**src/design/pavw_row.sv**
```systemverilog
// One row multiply step: a 32x32 signed product accumulated into a Q34.32 sum.
// Depends on nothing but its ports.
module pavw_row (
    input  logic               i_clk,
    input  logic               i_clr,
    input  logic               i_en,
    input  logic signed [31:0] i_a,
    input  logic signed [31:0] i_b,
    output logic signed [65:0] o_acc
);
    logic signed [63:0] r_prod;
    logic               r_pv;
    logic               r_pc;
    logic signed [65:0] r_acc;
    // The clear travels with its product, so the first product of a row
    // replaces the sum instead of wiping the last product of the row before.
    always_ff @(posedge i_clk) begin
        r_prod <= i_a * i_b;
        r_pv   <= i_en;
        r_pc   <= i_clr;
        if (r_pv) begin
            if (r_pc) begin
                r_acc <= 66'(r_prod);
            end else begin
                r_acc <= r_acc + 66'(r_prod);
            end
        end
    end
    assign o_acc = r_acc;
endmodule

```
**config.mk**
```make
export PLATFORM = sky130hd
export DESIGN_NAME = pavw_row
export DESIGN_NICKNAME = d
export VERILOG_FILES = /design/src/design/pavw_row.sv
export SDC_FILE = /design/constraint.sdc
export NUM_CORES = 2
export LEC_CHECK = 0
export BUFFER_PORTS_ARGS = -buffer_cell sky130_fd_sc_hd__buf_2
export CAP_MARGIN = 20
export CORE_MARGIN = 2
export CORE_UTILIZATION = 58
export CTS_CLUSTER_SIZE = 12
export DETAILED_ROUTE_END_ITERATION = 8
export PLACE_DENSITY_LB_ADDON = 0.05
export SYNTH_ARGS = -nofsm -noshare
export SYNTH_HDL_FRONTEND = slang
export SYNTH_SLANG_ARGS = --single-unit
```
**constraint.sdc**
```tcl
create_clock -name i_clk -period 10.4 [get_ports i_clk]
set_clock_uncertainty 0.15 [all_clocks]
set_input_delay 2.08 -clock i_clk [delete_from_list [all_inputs] [get_ports i_clk]]
set_output_delay 2.08 -clock i_clk [all_outputs]
set_load 0.01 [all_outputs]
```
-- Word-level counts from Yosys, hierarchy flattened
Cells that the tools add are included.
- register bits: 132
- bits of input ports: 67
- output and inout bits: 66
- add/subtract/negate cells: 1
- multiply operators: 1
- muxes and demuxes: 1
- operators with widths (operator ; count):
    $add A66 B64 Y66 ; 1
    $mux W66 ; 1
    $mul A32 B32 Y64 ; 1

-- Longest topological paths before layout
- word-level depth: 2
- mapped depth: 29
- gate-level depth less buffers: 27

-- Worst setup path before layout
Ideal clock, no wire load.
- kind: input port to flip-flop
- start: input i_a[31]
- end: register r_prod[61]
- setup time: 0.072 ns
- arrival time: 9.312 ns
- slack: 0.867 ns
- stages on the path: 26
- buffers on the path: 2
- cell sequence: clkbuf_1 -> nand2_1 -> inv_1 -> fa_1 -> fa_1 -> inv_1 -> fa_1 -> inv_1 -> fa_1 -> inv_1 -> fa_1 -> inv_1 -> fa_1 -> inv_1 -> fa_1 -> inv_1 -> fa_1 -> ha_1 -> clkbuf_1 -> and3_1 -> nand2_1 -> or3_1 -> o21bai_1 -> a2111oi_0 -> nor3_1 -> xor2_1
- longest elaborated chain between the ends: 1
- RTL lines (element ; line ; source):
    from (decl) ; 7 ; input logic signed [31:0] i_a,
    $mul A32 B32 Y64 ; 18 ; r_prod <= i_a * i_b;
    to (signal assigned) ; 18 ;
    to (decl) ; 11 ; logic signed [63:0] r_prod;
Every way passes these cells.
A chain may end at the register's enable or synchronous reset.

-- Final worst setup path
- start: input i_b[6]
- end: register r_prod[62]
- longest elaborated chain between the ends: 1
- RTL lines (element ; line ; source):
    from (decl) ; 8 ; input logic signed [31:0] i_b,
    $mul A32 B32 Y64 ; 18 ;
Every way passes these cells.

==> impl_metrics.env <==
export IMPL_drive_gt1_share_pct=5.88
export IMPL_status="completed"
export IMPL_hold_buffers=0
export IMPL_grt_start_max_net_pins=98
export IMPL_clock_path_buffers=2
export IMPL_ys_seq_area_share_pct=7.46
export IMPL_syn_nets=6155
export IMPL_netlist_area_sq_um=44300
export IMPL_dieArea_sq_um=78600
export IMPL_vias=32000
export IMPL_fillers=6688
export IMPL_ys_types=92
export IMPL_finalNetCount=6132
export IMPL_fmax_ghz=0.103
export IMPL_postRouteAntennaNets=0
export IMPL_drv_slew=0
export IMPL_crit_fanout=25
export IMPL_grt_pass1_wl_um=196000
export IMPL_grt_usage_pct=32.9
export IMPL_rsz0062_at_grt="no"
export IMPL_path_clk_slew_ps=60
export IMPL_clock_latency_ps=430
export IMPL_multi_input_area_sq_um=36000
export IMPL_die_width_um=280
export IMPL_startpoint_type="primary input"
export IMPL_root_buffer="clkbuf_16"
export IMPL_cts_setup_buffers=0
export IMPL_drt_iter0_drc=2299
export IMPL_arrival_ps=9910
export IMPL_vias_per_cell=5.59
export IMPL_min_path_type="register to register"
export IMPL_ios=133
export IMPL_area_growth_pct=4.64
export IMPL_finalCritPeriodShare_pct=93.8
export IMPL_synthArstFlopShare_pct=0
export IMPL_place_congestion=0.922
export IMPL_die_h_um=280
export IMPL_yosysWarnings=0
export IMPL_cp_end_kind="register"
export IMPL_register_area_sq_um=3310
export IMPL_routed_wl_um=122000
export IMPL_worst_pin_slew_ps=915
export IMPL_gr_total_overflow=0
export IMPL_dp_hpwl_um=100000
export IMPL_cts_inserted_buffers=17
export IMPL_finalHoldViolations=0
export IMPL_cp_data_required_time_ps=10560
export IMPL_ctsResizeCount=0
export IMPL_netlist_instances=4756
export IMPL_core_area_sq_um=75700
export IMPL_start_util_pct=58.5
export IMPL_routedWlPerCell_um=21.3
export IMPL_setup_viol=0
export IMPL_path_class="primary input to register"
export IMPL_drc=0
export IMPL_drt_first_pass_iters=6
export IMPL_tritoncts="done"
export IMPL_ys_ff_latch=132
export IMPL_portBuffers=132
export IMPL_rows=101
export IMPL_first_global_vias=34200
export IMPL_htreeDepth=4
export IMPL_fin_crit_ps=9750
export IMPL_cts_sinks=132
export IMPL_synth_edf_count=66
export IMPL_relSlewSlack_pct=39.0
export IMPL_synthFlopType="edfxtp_1"
export IMPL_antenna_found_initial=7
export IMPL_cap_viol_max_count=0
export IMPL_avgSynthCellArea_sq_um=9.31
export IMPL_setup_tns_ps=0
==> sequential cells by signal, indices dropped and copies added, names as in the netlist <==
register and cells:
o_acc 66, r_pv 1, r_prod 64, r_pc 1
==> layout by cell type (no fill, tap or decap), drive strengths merged, types with 4 or more instances in the layout <==
cell,instances
inv,1041
o311ai,5
or3,5
o21ai,118
a21o,81
xor2,49
o31a,5
o2111ai,4
ha,249
buf,209
nand2,643
o211ai,7
clkinv,7
nor2b,13
fa,1083
a211oi,15
clkbuf,20
nor2,80
a21oi,127
and4,4
nand3,28
o21bai,26
mux2,4
nand4,21
a221oi,4
a311oi,4
xnor2,80
nand2b,19
o31ai,14
edfxtp,66
a21boi,7
and2,519
dfxtp,66
o21a,14
and3,16
a31oi,15
or2,5
a2111oi,6
nor3,14
==> cell families after synthesis <==
family | share of synthesized area, %
muxes | 0.147
DFF | 7.46
AOI/OAI and AO/OA | 7.26
adders and majority gates | 56.0
buffers and inverters | 11.1
xor gates and xnor gates | 2.55
and+or+nand+nor | 15.5
==> synth_stat cells, types with 4 or more instances <==
cell / number / area (sq um)
and4_1: 4 / 35.0
fa_1: 1083 / 21700
o21ai_1: 7 / 35.0
a21boi_0: 7 / 52.6
nor3_1: 14 / 70.1
ha_1: 249 / 3120
o31a_1: 4 / 35.0
inv_1: 1037 / 3890
nor2b_1: 13 / 81.3
buf_4: 4 / 30.0
and2_1: 516 / 3230
a21oi_1: 127 / 636
dfxtp_1: 66 / 1320
nand3_1: 28 / 140
a221oi_1: 4 / 35.0
clkbuf_1: 231 / 867
nand2b_1: 19 / 119
mux2_2: 4 / 45.0
xnor2_1: 80 / 701
o21bai_1: 26 / 195
buf_6: 4 / 45.0
or3_1: 4 / 25.0
a31oi_1: 12 / 75.1
a211oi_1: 14 / 105
buf_2: 5 / 25.0
nand4_1: 20 / 125
o21ai_0: 110 / 551
a2111oi_0: 5 / 43.8
xor2_1: 49 / 429
nand2_1: 643 / 2410
o21a_1: 14 / 105
or2_2: 5 / 31.3
o211ai_1: 6 / 45.0
a21o_1: 81 / 608
a311oi_1: 4 / 35.0
edfxtp_1: 66 / 1980
o31ai_1: 13 / 97.6
nor2_1: 80 / 300
and3_1: 14 / 87.6
==> per-layer routing <==
metal  vias up  share of wire [%]  global-route usage [%]
met1     16400                 44                    48.3
met4         4                2.5                    8.24
li1      14100                  -                       -
met5         -              0.023                       0
met3       177                9.1                    6.76
met2      1242                 44                    50.3
==> through the flow <==
stage          hold WS (ps)  utilization, %  instances  worst slack (ps)  area (sq um)
2_1_floorplan           359               -       4756               867         44300
3_3_place_gp            377            60.5       5692               300         45800
3_5_place_dp            383            60.5       5692               205         45800
4_1_cts                 390            61.2       5724               667         46300
5_1_grt                 420            61.2       5725              50.4         46300
6_report                396            61.2       5726               650         46300
==> worst max-delay path, stage by stage <==
cell and delay, ps:
buf_2 500, nand2_1 180, inv_1 120, fa_1 520, fa_1 660, inv_1 130, fa_1 540, inv_1 70
fa_1 470, inv_1 400, fa_1 530, fa_1 570, fa_1 440, fa_1 510, inv_1 40, ha_1 370
a21o_1 190, a21oi_1 150, nor2b_1 60, a311oi_1 310, o21ai_1 200, a311oi_1 480, o21ai_0 180, xor2_1 170
==> worst paths after layout <==
path,startpoint,to,slack (ps),depth (start not counted)
setup reg to reg,o_acc[0]$_DFFE_PP_,o_acc[46]$_DFFE_PP_,6270,13
hold reg to reg,r_prod[27]$_DFF_P_,o_acc[27]$_DFFE_PP_,400,2
hold / removal,r_prod[27]$_DFF_P_,o_acc[27]$_DFFE_PP_,400,2
setup / recovery,i_b[6],r_prod[62]$_DFF_P_,650,24
==> layout make-up <==
| type | instances | share of cell area, % |
|---|---|---|
| multi-input combinational | 3336 | 77.8 |
| clock inverter | 12 | 0.203 |
| sequential | 132 | 7.14 |
| antenna | 2 | 0.0108 |
| clock buffer | 20 | 1.01 |
| timing repair buffer | 209 | 2.78 |
| tap | 978 | 2.64 |
| inverter | 1037 | 8.40 |
Power is not shown: default switching activity piles up to over one toggle a cycle in this logic, so the estimate is an artifact.
